## config.mk

```make
export PLATFORM = sky130hd
export DESIGN_NAME = decimal_result_frame_parser_core
export DESIGN_NICKNAME = d
export VERILOG_FILES = /design/src/dfp_pkg.sv /design/src/decimal_result_frame_parser_core.sv /design/src/dfp_accum.sv /design/src/dfp_parser.sv
export SDC_FILE = /design/constraint.sdc
export NUM_CORES = 1
export LEC_CHECK = 0
export ABC_AREA = 1
export BUFFER_PORTS_ARGS = -buffer_cell sky130_fd_sc_hd__buf_2
export CORE_MARGIN = 2
export CORE_UTILIZATION = 40
export CTS_CLUSTER_DIAMETER = 40
export DETAILED_ROUTE_END_ITERATION = 10
export PLACE_DENSITY_LB_ADDON = 0.2
export SYNTH_ARGS = -nofsm -noshare
export SYNTH_HDL_FRONTEND = slang
export SYNTH_SLANG_ARGS = --single-unit
```

## constraint.sdc

```tcl
create_clock -name i_clk -period 11.13 [get_ports i_clk]
set_clock_uncertainty 0.05 [all_clocks]
set_input_delay 1.113 -clock i_clk [delete_from_list [all_inputs] [get_ports i_clk]]
set_output_delay 1.113 -clock i_clk [all_outputs]
set_load 0.02 [all_outputs]
```

## src/dfp_pkg.sv

```systemverilog
`timescale 1ns / 1ps
// ----------------------------------------------------------------------------
// Decimal result frame parser package
// Shared types, character codes, field indexes and the frame tag table.
// ----------------------------------------------------------------------------
package dfp_pkg;

    localparam int FIELD_COUNT_DEF = 16;
    localparam int FRAME_CAP_DEF   = 512;

    localparam int BYTE_COUNT_W = 10;
    localparam logic [BYTE_COUNT_W-1:0] BYTE_COUNT_MAX = 10'd1023;
    localparam logic [BYTE_COUNT_W-1:0] TAG_LEN        = 10'd8;
    // A frame shorter than ten bytes is rejected, so the last position must be nine or more.
    localparam logic [BYTE_COUNT_W-1:0] MIN_LAST_POS   = 10'd9;

    localparam logic [7:0] CH_MINUS = 8'h2D;
    localparam logic [7:0] CH_BAR   = 8'h7C;
    localparam logic [7:0] CH_NL    = 8'h0A;
    localparam logic [7:0] CH_ZERO  = 8'h30;
    localparam logic [7:0] CH_NINE  = 8'h39;

    localparam int FIELD_LANE   = 0;
    localparam int FIELD_INVOC  = 1;
    localparam int FIELD_STATUS = 2;
    localparam int FIELD_CODE   = 12;

    localparam logic [63:0] STATUS_MAX = 64'd7;
    localparam logic [63:0] CODE_MAX   = 64'd4;

    typedef struct packed {
        logic [7:0]  data_byte;
        logic        frame_last;
        logic [1:0]  expected_lane;
        logic [62:0] expected_invocation;
    } t_byte_in;

    typedef struct packed {
        logic        field_strobe;
        logic [3:0]  field_number;
        logic [63:0] field_value;
        logic        frame_done;
        logic        frame_ok;
    } t_result;

    // Expected byte of the "HALRES1|" tag at each of its eight positions.
    function automatic logic [7:0] tag_byte(input logic [2:0] pos);
        logic [7:0] ch;
        case (pos)
            3'd0: ch = 8'h48;
            3'd1: ch = 8'h41;
            3'd2: ch = 8'h4C;
            3'd3: ch = 8'h52;
            3'd4: ch = 8'h45;
            3'd5: ch = 8'h53;
            3'd6: ch = 8'h31;
            3'd7: ch = 8'h7C;
            default: ch = 8'h00;
        endcase
        return ch;
    endfunction

endpackage

```

## src/decimal_result_frame_parser_core.sv

```systemverilog
`timescale 1ns / 1ps
// ----------------------------------------------------------------------------
// Decimal result frame parser core
// Parses a "HALRES1|" result frame byte by byte and reports field values and
// a per-frame verdict.
// ----------------------------------------------------------------------------
// One byte is taken per clock cycle, every cycle, for as long as results are
// taken. Each byte passes an input register, then the parse step (a single
// multiply-by-ten accumulate and the field checks) writes its result, if it
// has one, into the output register when that register is free, and the
// result transaction is taken from there. A byte that closes a field or ends
// the frame gives one transaction on the output; other bytes give none. While
// the output is stalled one further byte is held in the input register before
// o_stall rises.
module decimal_result_frame_parser_core import dfp_pkg::*; #(
    parameter int FIELD_COUNT = FIELD_COUNT_DEF,
    parameter int FRAME_CAP   = FRAME_CAP_DEF
) (
    input  logic               i_clk,
    input  logic               i_rst_n,
    input  logic               i_valid,
    output logic               o_stall,
    input  logic [7:0]         i_data_byte,
    input  logic               i_frame_last,
    input  logic [1:0]         i_expected_lane,
    input  logic [62:0]        i_expected_invocation,
    output logic               o_valid,
    input  logic               i_stall,
    output logic               o_field_strobe,
    output logic [3:0]         o_field_number,
    output logic signed [63:0] o_field_value,
    output logic               o_frame_done,
    output logic               o_frame_ok
);

    logic     r_in_valid;
    t_byte_in r_in;
    logic     r_out_valid;
    t_result  r_out;

    logic     out_free;
    logic     step;
    logic     accept;
    logic     has_result;
    t_result  result;

    assign out_free = !r_out_valid || !i_stall;
    assign step     = r_in_valid && out_free;
    assign o_stall  = r_in_valid && !out_free;
    assign accept   = i_valid && !o_stall;

    always_ff @(posedge i_clk) begin
        if (!i_rst_n) begin
            r_in_valid <= 1'b0;
        end else if (accept) begin
            r_in_valid <= 1'b1;
        end else if (step) begin
            r_in_valid <= 1'b0;
        end
    end

    always_ff @(posedge i_clk) begin
        if (accept) begin
            r_in.data_byte           <= i_data_byte;
            r_in.frame_last          <= i_frame_last;
            r_in.expected_lane       <= i_expected_lane;
            r_in.expected_invocation <= i_expected_invocation;
        end
    end

    dfp_parser #(
        .FIELD_COUNT (FIELD_COUNT),
        .FRAME_CAP   (FRAME_CAP)
    ) u_parser (
        .i_clk        (i_clk),
        .i_rst_n      (i_rst_n),
        .i_step       (step),
        .i_byte       (r_in),
        .o_has_result (has_result),
        .o_result     (result)
    );

    always_ff @(posedge i_clk) begin
        if (!i_rst_n) begin
            r_out_valid <= 1'b0;
        end else if (out_free) begin
            r_out_valid <= step && has_result;
        end
    end

    always_ff @(posedge i_clk) begin
        if (step && has_result) begin
            r_out <= result;
        end
    end

    assign o_valid        = r_out_valid;
    assign o_field_strobe = r_out.field_strobe;
    assign o_field_number = r_out.field_number;
    assign o_field_value  = r_out.field_value;
    assign o_frame_done   = r_out.frame_done;
    assign o_frame_ok     = r_out.frame_ok;

    a_result_has_content: assert property (@(posedge i_clk) disable iff (!i_rst_n)
        o_valid |-> (o_field_strobe || o_frame_done))
        else $error("output transaction carries neither a field nor a verdict");

endmodule

```

## src/dfp_accum.sv

```systemverilog
`timescale 1ns / 1ps
// ----------------------------------------------------------------------------
// Decimal accumulator datapath
// Multiply-by-ten accumulate with overflow detect, range limit check and
// two's complement value of the field being parsed.
// ----------------------------------------------------------------------------
module dfp_accum import dfp_pkg::*; (
    input  logic [63:0] i_magnitude,
    input  logic        i_minus,
    input  logic [3:0]  i_digit,
    output logic [63:0] o_next_magnitude,
    output logic        o_overflow,
    output logic        o_over_limit,
    output logic [63:0] o_value
);

    logic [67:0] sum;

    // Ten times the magnitude is built from two shifts, then the digit is added.
    assign sum = {1'b0, i_magnitude, 3'b000} + {3'b000, i_magnitude, 1'b0}
               + {64'd0, i_digit};

    assign o_next_magnitude = sum[63:0];
    assign o_overflow       = |sum[67:64];

    // A negative field may reach 2^63, a positive one only 2^63 - 1.
    assign o_over_limit = i_minus ? (i_magnitude[63] && |i_magnitude[62:0])
                                  : i_magnitude[63];

    assign o_value = i_minus ? (64'd0 - i_magnitude) : i_magnitude;

endmodule

```

## src/dfp_parser.sv

```systemverilog
`timescale 1ns / 1ps
// ----------------------------------------------------------------------------
// Frame parser state and per-byte decision
// Holds the per-frame state and decides, for one byte, the next state and
// the result item that the byte causes.
// ----------------------------------------------------------------------------
module dfp_parser import dfp_pkg::*; #(
    parameter int FIELD_COUNT = FIELD_COUNT_DEF,
    parameter int FRAME_CAP   = FRAME_CAP_DEF
) (
    input  logic     i_clk,
    input  logic     i_rst_n,
    input  logic     i_step,
    input  t_byte_in i_byte,
    output logic     o_has_result,
    output t_result  o_result
);

    localparam int FC_W = $clog2(FIELD_COUNT + 1);
    localparam logic [FC_W-1:0] LAST_FIELD = FC_W'(FIELD_COUNT - 1);
    localparam logic [FC_W-1:0] ALL_FIELDS = FC_W'(FIELD_COUNT);
    localparam logic [BYTE_COUNT_W-1:0] CAP_POS = BYTE_COUNT_W'(FRAME_CAP - 1);

    logic [BYTE_COUNT_W-1:0] r_byte_count, n_byte_count;
    logic [FC_W-1:0]         r_field_count, n_field_count;
    logic [63:0]             r_magnitude, n_magnitude;
    logic                    r_minus_seen, n_minus_seen;
    logic                    r_digit_nz, n_digit_nz;
    logic                    r_at_start, n_at_start;
    logic                    r_error, n_error;
    logic                    r_fields_closed, n_fields_closed;
    logic                    r_value_bad, n_value_bad;

    logic [63:0] next_magnitude;
    logic        overflow;
    logic        over_limit;
    logic [63:0] value;
    logic [7:0]  b;
    logic        final_field;
    logic        strobe;

    assign b = i_byte.data_byte;

    dfp_accum u_accum (
        .i_magnitude      (r_magnitude),
        .i_minus          (r_minus_seen),
        .i_digit          (4'(b - CH_ZERO)),
        .o_next_magnitude (next_magnitude),
        .o_overflow       (overflow),
        .o_over_limit     (over_limit),
        .o_value          (value)
    );

    assign final_field = (r_field_count >= LAST_FIELD);

    always_comb begin
        n_byte_count    = (r_byte_count == BYTE_COUNT_MAX) ? r_byte_count
                                                           : r_byte_count + BYTE_COUNT_W'(1);
        n_field_count   = r_field_count;
        n_magnitude     = r_magnitude;
        n_minus_seen    = r_minus_seen;
        n_digit_nz      = r_digit_nz;
        n_at_start      = r_at_start;
        n_error         = r_error || (r_byte_count >= CAP_POS);
        n_fields_closed = r_fields_closed;
        n_value_bad     = r_value_bad;
        strobe          = 1'b0;

        if (!n_error) begin
            if (r_byte_count < TAG_LEN) begin
                if (b != tag_byte(r_byte_count[2:0])) begin
                    n_error = 1'b1;
                end
            end else if (r_fields_closed) begin
                n_error = 1'b1;
            end else if (b == CH_MINUS && r_at_start) begin
                n_minus_seen = 1'b1;
                n_at_start   = 1'b0;
            end else if (b == CH_BAR || b == CH_NL) begin
                if (!r_digit_nz || over_limit) begin
                    n_error = 1'b1;
                end else if (final_field ? (b != CH_NL) : (b != CH_BAR)) begin
                    n_error = 1'b1;
                end else begin
                    strobe = 1'b1;
                    if (r_field_count == FC_W'(FIELD_LANE)
                        && value != {62'd0, i_byte.expected_lane}) begin
                        n_value_bad = 1'b1;
                    end
                    if (r_field_count == FC_W'(FIELD_INVOC)
                        && value != {1'b0, i_byte.expected_invocation}) begin
                        n_value_bad = 1'b1;
                    end
                    if (r_field_count == FC_W'(FIELD_STATUS) && value > STATUS_MAX) begin
                        n_value_bad = 1'b1;
                    end
                    if (r_field_count == FC_W'(FIELD_CODE) && value > CODE_MAX) begin
                        n_value_bad = 1'b1;
                    end
                    n_field_count = r_field_count + FC_W'(1);
                    if (final_field) begin
                        n_fields_closed = 1'b1;
                    end
                    n_magnitude  = 64'd0;
                    n_minus_seen = 1'b0;
                    n_digit_nz   = 1'b0;
                    n_at_start   = 1'b1;
                end
            end else if (b >= CH_ZERO && b <= CH_NINE) begin
                if (overflow) begin
                    n_error = 1'b1;
                end else begin
                    n_magnitude = next_magnitude;
                    n_digit_nz  = 1'b1;
                    n_at_start  = 1'b0;
                end
            end else begin
                n_error = 1'b1;
            end
        end

        o_has_result          = strobe || i_byte.frame_last;
        o_result.field_strobe = strobe;
        o_result.field_number = strobe ? 4'(r_field_count) : 4'd0;
        o_result.field_value  = strobe ? value : 64'd0;
        o_result.frame_done   = i_byte.frame_last;
        o_result.frame_ok     = i_byte.frame_last && !n_error && n_fields_closed
                                && !n_value_bad && (r_byte_count >= MIN_LAST_POS);
    end

    always_ff @(posedge i_clk) begin
        if (!i_rst_n) begin
            r_byte_count    <= '0;
            r_field_count   <= '0;
            r_magnitude     <= '0;
            r_minus_seen    <= 1'b0;
            r_digit_nz      <= 1'b0;
            r_at_start      <= 1'b1;
            r_error         <= 1'b0;
            r_fields_closed <= 1'b0;
            r_value_bad     <= 1'b0;
        end else if (i_step) begin
            if (i_byte.frame_last) begin
                // The last byte of a frame returns all per-frame state to reset.
                r_byte_count    <= '0;
                r_field_count   <= '0;
                r_magnitude     <= '0;
                r_minus_seen    <= 1'b0;
                r_digit_nz      <= 1'b0;
                r_at_start      <= 1'b1;
                r_error         <= 1'b0;
                r_fields_closed <= 1'b0;
                r_value_bad     <= 1'b0;
            end else begin
                r_byte_count    <= n_byte_count;
                r_field_count   <= n_field_count;
                r_magnitude     <= n_magnitude;
                r_minus_seen    <= n_minus_seen;
                r_digit_nz      <= n_digit_nz;
                r_at_start      <= n_at_start;
                r_error         <= n_error;
                r_fields_closed <= n_fields_closed;
                r_value_bad     <= n_value_bad;
            end
        end
    end

    a_field_count_bound: assert property (@(posedge i_clk) disable iff (!i_rst_n)
        r_field_count <= ALL_FIELDS)
        else $error("field count ran past the number of fields");

    a_closed_means_all: assert property (@(posedge i_clk) disable iff (!i_rst_n)
        r_fields_closed |-> (r_field_count == ALL_FIELDS))
        else $error("fields closed flag set before every field closed");

    a_frame_end_clears: assert property (@(posedge i_clk) disable iff (!i_rst_n)
        (i_step && i_byte.frame_last) |=> (r_byte_count == '0 && !r_error))
        else $error("frame state not cleared after the last byte");

endmodule

```

# After elaboration in Yosys (flattened, before gate mapping)

Memory sizes are Yosys's and may differ from the RTL's. A register that Yosys moved wholly into a read port is not among the register bits.
Index checks and enable logic that the tools add are counted.

$add $sub $neg: 6
Order comparisons: 8
Equality and inequality tests: 27
Multiplexer cells: 94
Reductions and logical operators: 40

Operators with widths:

| cell                                                               | count |
|---|---|
| 2-to-1 mux 64 bit                                                  | 11 |
| > comparator 64 x 3 -> 1 bit, second input constant                | 2 |
| 2-to-1 mux 1 bit                                                   | 69 |
| adder 67 x 65 -> 68 bit                                            | 1 |
| adder 68 x 4 -> 68 bit                                             | 1 |
| != test 64 x 2 -> 1 bit                                            | 1 |
| != test 64 x 63 -> 1 bit                                           | 1 |
| subtractor 1 x 64 -> 64 bit, first input constant                  | 1 |
| OR reduction 63 bit                                                | 1 |
| 2-to-1 mux 5 bit                                                   | 8 |
| 2-to-1 mux 10 bit                                                  | 2 |
| 2-to-1 mux 8 bit                                                   | 2 |
| AND reduction 8 bit                                                | 2 |
| logical AND 1 bit                                                  | 15 |
| != test 2 bit, second input constant                               | 7 |
| adder 10 x 1 -> 10 bit, second input constant                      | 1 |
| equality test 10 bit, second input constant                        | 1 |
| greater-or-equal comparator 10 x 4 -> 1 bit, second input constant | 1 |
| greater-or-equal comparator 10 x 9 -> 1 bit, second input constant | 1 |
| < comparator 10 x 4 -> 1 bit, second input constant                | 1 |
| != test 3 bit, second input constant                               | 3 |
| AND reduction 9 bit                                                | 1 |
| equality test 8 x 4 -> 1 bit, second input constant                | 1 |
| equality test 8 x 6 -> 1 bit, second input constant                | 1 |
| other kinds (25)                                                   | 40 |

Register bits: 232
ROM bits: 56
Bits of input ports: 78
Output and inout port bits: 73
Memories kept: 1

Memories:

| name             | depth | bits a word | read ports | clocked after Yosys merged registers in | write ports | RTL line      | text |
|---|---|---|---|---|---|---|---|
| (name not given) | 8     | 7           | 1          | 1                                       | 0           | dfp_pkg.sv:49 | `case (pos)` |

# Logic depth before layout (Yosys ltp)

Depth in word-level cells: 18
Gate-level depth with buffers: 24
Gate-level depth less buffers: 24

# Hierarchy

A second synthesis with hierarchy kept.

Cells, all modules: 2722
Area, all modules: 18726.7 µm²

Modules (own cells, without submodules):

| module                           | times used | cells an instance | area each (µm²) |
|---|---|---|---|
| dfp_accum                        | 1          | 1490              | 7961.4 |
| dfp_parser                       | 1          | 1070              | 6304.8 |
| decimal_result_frame_parser_core | 1          | 162               | 4460.5 |

# Worst setup path after synthesis

Ideal clock, no wire load.

Path type: input to register
Start point: in i_stall
End point: reg u_parser.r_field_count[3]
Data arrival time: 4.193 ns
Data required time: 11.000 ns
Slack: 6.807 ns
Cell stages on the path: 10
Path buffers: 0
Cell sequence: nand2_1 -> inv_1 -> nor2_1 -> inv_1 -> nor2_1 -> nor2_1 -> nor2_2 -> inv_2 -> o21ai_1 -> nor3b_1

Longest elaborated chain between the ends: 4

Ends and longest elaborated chain:

| element                              | RTL line                               | text |
|---|---|---|
| from (decl)                          | decimal_result_frame_parser_core.sv:28 | `input logic i_stall,` |
| logical NOT 1 bit                    | decimal_result_frame_parser_core.sv:47 | `assign out_free = !r_out_valid \|\| !i_stall;` |
| logical OR 1 bit                     | decimal_result_frame_parser_core.sv:47 |  |
| logical AND 1 bit                    | decimal_result_frame_parser_core.sv:48 | `assign step = r_in_valid && out_free;` |
| AND reduction 8 bit (no source line) | --                                     |  |
| to (signal assigned)                 | dfp_parser.sv:156                      | `r_field_count <= n_field_count;` |
| to (decl)                            | dfp_parser.sv:25                       | `logic [FC_W-1:0] r_field_count, n_field_count;` |

Every way passes these cells.
A chain may end at the register's enable or synchronous reset.

# Worst setup path in the final report

Start point: reg u_parser.r_magnitude[0]
End point: reg u_parser.r_magnitude[31]

Longest elaborated chain between the ends: 10
Elaborated cells on any way between the ends: 18
Classes of those cells: add/sub: 2; eq/ne: 2; mux: 9; reduce/logical: 5

Ends and longest elaborated chain:

| element                 | RTL line          | text |
|---|---|---|
| from (decl)             | dfp_parser.sv:26  | `logic [63:0] r_magnitude, n_magnitude;` |
| from (signal assigned)  | dfp_parser.sv:157 | `r_magnitude <= n_magnitude;` |
| adder 67 x 65 -> 68 bit | dfp_accum.sv:20   | `assign sum = {1'b0, i_magnitude, 3'b000} + {3'b000, i_magnitude, 1'b0}` |
| adder 68 x 4 -> 68 bit  | dfp_accum.sv:21   | `+ {64'd0, i_digit};` |
| 2-to-1 mux 64 bit       | dfp_parser.sv:110 | `if (overflow) begin` |
| 2-to-1 mux 64 bit       | dfp_parser.sv:109 | `end else if (b >= CH_ZERO && b <= CH_NINE) begin` |
| 2-to-1 mux 64 bit       | dfp_parser.sv:79  | `end else if (b == CH_BAR \|\| b == CH_NL) begin` |
| 2-to-1 mux 64 bit       | dfp_parser.sv:76  | `end else if (b == CH_MINUS && r_at_start) begin` |
| 2-to-1 mux 64 bit       | dfp_parser.sv:74  | `end else if (r_fields_closed) begin` |
| 2-to-1 mux 64 bit       | dfp_parser.sv:70  | `if (r_byte_count < TAG_LEN) begin` |
| 2-to-1 mux 64 bit       | dfp_parser.sv:69  | `if (!n_error) begin` |
| 2-to-1 mux 64 bit       | dfp_parser.sv:143 | `if (i_byte.frame_last) begin` |

Several ways; a longest one is shown, not always the timed one. The select of a mux whose other input is x is not followed.

==> results.txt <==
- In the synthesized netlist the async set-or-reset flop fraction comes to 0%.
* Tightest hold margin: 416.0 ps
- In this run the post-CTS setup repair buffer count came out at 0.
- Register area: 0.006237 mm²
- Max-cap violation count: 0
* Largest cells by area after synthesis: sky130_fd_sc_hd__edfxtp_1 (24%), sky130_fd_sc_hd__nand2_1 (16%), sky130_fd_sc_hd__dfxtp_1 (10%)
- Overall fraction of global-route tracks in use: 25.12%
- Endpoint kind of the worst setup timing path: flip-flop
- Cells fill 46.54% of the core in the end.
* Dominant register cell in the synthesized netlist: sky130_fd_sc_hd__edfxtp_1
- Total vias in the final route: 17643
* Register-to-register path setup slack: 6800 ps
* Post-cts gate resize count: 0
* Ant diodes: 0
- Along the worst hold path, the cell count comes to 2.
* Register area share after synthesis: 34.04%
- DRC Markers: 0
- Nature of the critical path startpoint: flip-flop
- In this run the remaining antenna-violating nets after routing total 0.
- The total count of hold-check failures in the final report was 0.
* Total I/O pin count: 151
- Routability-driven placement finished with a final weighted congestion of 0.9460.
* Transition time at the pin with the least slew margin: 968.9 ps
- Summing all placed instances gives a cell area of 0.01961 mm².
- Die Outline Area: 0.04752 mm²
- Die height: 218.0 µm
* Hpwl dp: 48.45 mm
- In this run the most critical hold path is launched from u_parser.r_error$_SDFFE_PN0P_.
- Largest vdd supply drop: 0.1123 mV
- LEAKAGE: 10.03 nW
- The initial antenna violation count is 0.
* Number of unique standard cell types used by synthesis: 54
- Number of clock sinks: 239
- The number of global-route vias before repair is 16665.
* Horizontal die dimension: 218.0 µm
- Pin count of the biggest net entering global routing: 89
* Root buffer selected by CTS: sky130_fd_sc_hd__clkbuf_16
- Fill cells in the final layout number 4659.
- Start-to-end type of the worst setup path: reg -> reg
- Destination of the worst register-to-register timing path: u_parser.r_magnitude[31]$_SDFFE_PN0P_
* Detailed Route WL: 60.16 mm
- Clock tree synthesis inserted a total of 42 buffers.
- The area growth from synthesis to layout is 15.04%.
* Count of input and output buffers: 150
- The detailed router finished its first iteration with 1520 violations.
* Crit path required time: 11480 ps
- H-tree levels: 2
- Final TNS setup: 0 ps
- The multi-input combinational cells in the finished layout cover a total of 0.01072 mm².
- The tightest min-delay check is of the reg -> reg type.
- Summing every instance area after synthesis gives 0.01832 mm².
- In the final layout, the share of cells above drive strength 1 is 13.29%.
- Final net count: 2987
- Rel. slew slack: 35.41%
* Hold-fix buffers at CTS: 0
- Counting every instance in the synthesized netlist gives 2607.
- Of the available clock period, the critical path in the final layout requires 38.92%.
* Area of the core: 0.04528 mm²
- The worst register-to-register path begins at u_parser.r_magnitude[0]$_SDFFE_PN0P_.
- Max-slew violation count: 0
- Syn Area/Cell: 7.026 µm²
- Post-synthesis register bit count: 239
- Clock-pin slew was measured on the worst setup and hold paths at 50 ps.
- Highest Clock Rate: 230.8 MHz
- Wire length of the first global-routing pass: 92.95 mm
* Status: finished, final reports clean
- Setup repair after global routing left no endpoint under its margin.
* Setup-violating endpoint count in the final report: 0
- For the worst setup path, the data arrival time is 4680 ps.
- Dividing the detail-routed wire length by the instance count gives 17.70 µm.
- Average vias per placed instance: 5.189
- Maximum root-to-sink buffer count: 3
- After synthesis, the largest area contributor takes up 23.77% of total cell area.
* Clock tree from TritonCTS: built
- The Yosys step of the flow raised 0 warnings.
- For the worst-skew pair, the clock arrives at the later sink with an insertion delay of 560 ps.
* Number of synthesized flops with an enable pin: 145
- Total power per unit cell area: 113.5 mW/mm²
- Post-route minimum period: 4332 ps
- Summed over all instances, the cell type with the most area after synthesis is sky130_fd_sc_hd__edfxtp_1.
* Total power of the final layout: 0.002392 W
* Terminating pin of the worst hold path: u_parser.r_error$_SDFFE_PN0P_
- Final non-filler cell area: 0.02107 mm²
- Cell row count: 78
* Number of nets in the synthesized netlist: 2828
* Drt first pass iters: 5
- Worst reg2reg path depth: 23
* Critical path fanouts, max: 47
* Starting Density: 40.45%
- Remaining global-route overflow: 0
-- cells by family (layout without fill, tap and decap cells) --
kind of cell / Yosys count / count (layout) / share of synthesized area, %
and+or+nand+nor: 1492 / 1492 / 35.29
AOI/OAI and AO/OA: 334 / 334 / 10.25
buffers and inverters: 334 / 527 / 7.452
DFF: 239 / 239 / 34.04
adders and majority gates: 143 / 143 / 9.850
xor gates and xnor gates: 65 / 65 / 3.108
-- through the flow --
step	setup slack [ps]	std cells
final	6798	3400
after floorplan	6807	2607
after global placement	6977	3322
after CTS	6829	3400
after detailed placement	6836	3322
after global routing	6456	3400
-- how the worst max path moves through the flow --
| stage | startpoint | cells after the start | slack, ps | end |
|---|---|---|---|---|
| 2_1_floorplan | i_stall | 10 | 6810 | u_parser.r_field_count[3]$_SDFFE_PN0P_ |
| 3_3_place_gp | u_parser.r_magnitude[29]$_SDFFE_PN0P_ | 17 | 6980 | u_parser.r_magnitude[33]$_SDFFE_PN0P_ |
| 3_5_place_dp | u_parser.r_magnitude[0]$_SDFFE_PN0P_ | 23 | 6840 | u_parser.r_magnitude[33]$_SDFFE_PN0P_ |
| 4_1_cts | u_parser.r_magnitude[0]$_SDFFE_PN0P_ | 23 | 6830 | u_parser.r_magnitude[33]$_SDFFE_PN0P_ |
| 5_1_grt | u_parser.r_magnitude[0]$_SDFFE_PN0P_ | 23 | 6460 | u_parser.r_magnitude[28]$_SDFFE_PN0P_ |
| 6_report | u_parser.r_magnitude[0]$_SDFFE_PN0P_ | 23 | 6800 | u_parser.r_magnitude[31]$_SDFFE_PN0P_ |
-- final cells by class --
class	count	share of cell area, %
Clock buffer	49	5.558
Clock inverter	29	1.383
Inverter	293	5.243
Multi-Input combinational cell	2034	50.88
Sequential cell	239	29.60
Tap cell	600	3.563
Timing Repair Buffer	156	3.776
-- placed cells by master (no fill, tap or decap), types with 16 or more instances in the layout --
master / synthesis / final
sky130_fd_sc_hd__nand3_1: 127 / 127
sky130_fd_sc_hd__nand2_1: 758 / 758
sky130_fd_sc_hd__ha_1: 141 / 141
sky130_fd_sc_hd__o21ai_0: 86 / 86
sky130_fd_sc_hd__nand4_1: 24 / 24
sky130_fd_sc_hd__xnor2_1: 17 / 17
sky130_fd_sc_hd__edfxtp_1: 145 / 145
sky130_fd_sc_hd__a21oi_1: 174 / 174
sky130_fd_sc_hd__a21oi_2: 19 / 19
sky130_fd_sc_hd__xor2_1: 48 / 48
sky130_fd_sc_hd__buf_2: 8 / 150
sky130_fd_sc_hd__dfxtp_1: 94 / 93
sky130_fd_sc_hd__inv_1: 273 / 270
sky130_fd_sc_hd__nand3b_1: 48 / 48
sky130_fd_sc_hd__nand2_2: 23 / 23
sky130_fd_sc_hd__nand3_2: 23 / 23
sky130_fd_sc_hd__inv_2: 19 / 22
sky130_fd_sc_hd__nor2_2: 17 / 16
sky130_fd_sc_hd__or2_2: 20 / 20
sky130_fd_sc_hd__nor3_1: 16 / 16
sky130_fd_sc_hd__clkbuf_16: 0 / 45
sky130_fd_sc_hd__nor2_1: 405 / 405
-- where the power goes --
group	switching (W)	internal, W
logic	0.0000649	0.0000326
registers	0.0000145	0.000959
clock network	0.000484	0.000836
-- layer usage --
layer | track usage (%) | vias to the layer above | wire (µm)
li1 | - | 8845 | -
met1 | 36.98 | 8222 | 29670
met2 | 38.67 | 497 | 25580
met3 | 3.096 | 79 | 3519
met4 | 6.644 | 0 | 1388
met5 | 0 | - | 0
-- registers in the layout (all words and copies together) (netlist names), named ones only --
signal and count:
o_frame_ok 1, u_parser.r_magnitude 64, u_parser.r_digit_nz 1, u_parser.r_at_start 1
u_parser.r_minus_seen 1, u_parser.r_fields_closed 1, r_in 74, o_field_strobe 1
o_field_number 4, o_frame_done 1, u_parser.r_byte_count 10, u_parser.r_error 1
r_in_valid 1, u_parser.r_value_bad 1, u_parser.r_field_count 5, o_valid 1
o_field_value 64
-- critical path, stage by stage (launching register included) --
cell and delay [ps]:
sky130_fd_sc_hd__dfxtp_1 450, sky130_fd_sc_hd__inv_1 200, sky130_fd_sc_hd__fa_1 530, sky130_fd_sc_hd__inv_1 70
sky130_fd_sc_hd__fa_1 460, sky130_fd_sc_hd__nand3_1 100, sky130_fd_sc_hd__nand2_1 110, sky130_fd_sc_hd__nand2_1 100
sky130_fd_sc_hd__nand2_2 70, sky130_fd_sc_hd__nand3_1 80, sky130_fd_sc_hd__nand2_1 120, sky130_fd_sc_hd__nand2_1 110
sky130_fd_sc_hd__nand2_2 100, sky130_fd_sc_hd__nand2_2 110, sky130_fd_sc_hd__nand2_1 60, sky130_fd_sc_hd__nand2_1 80
sky130_fd_sc_hd__nand2_2 60, sky130_fd_sc_hd__nor2_4 110, sky130_fd_sc_hd__nand2_2 70, sky130_fd_sc_hd__nand2_4 80
sky130_fd_sc_hd__nand3_2 370, sky130_fd_sc_hd__buf_4 450, sky130_fd_sc_hd__nand2_1 150, sky130_fd_sc_hd__a21oi_2 60
-- cells in the mapped netlist, types with 19 or more instances --
library cell	instances
sky130_fd_sc_hd__a21oi_2	19
sky130_fd_sc_hd__nand2_2	23
sky130_fd_sc_hd__dfxtp_1	94
sky130_fd_sc_hd__xor2_1	48
sky130_fd_sc_hd__nand2_1	758
sky130_fd_sc_hd__o21ai_0	86
sky130_fd_sc_hd__inv_1	273
sky130_fd_sc_hd__nand3_1	127
sky130_fd_sc_hd__nand4_1	24
sky130_fd_sc_hd__or2_2	20
sky130_fd_sc_hd__nand3b_1	48
sky130_fd_sc_hd__edfxtp_1	145
sky130_fd_sc_hd__nor2_1	405
sky130_fd_sc_hd__ha_1	141
sky130_fd_sc_hd__inv_2	19
sky130_fd_sc_hd__a21oi_1	174
sky130_fd_sc_hd__nand3_2	23
No activity file was read; power rests on OpenSTA's default activity.
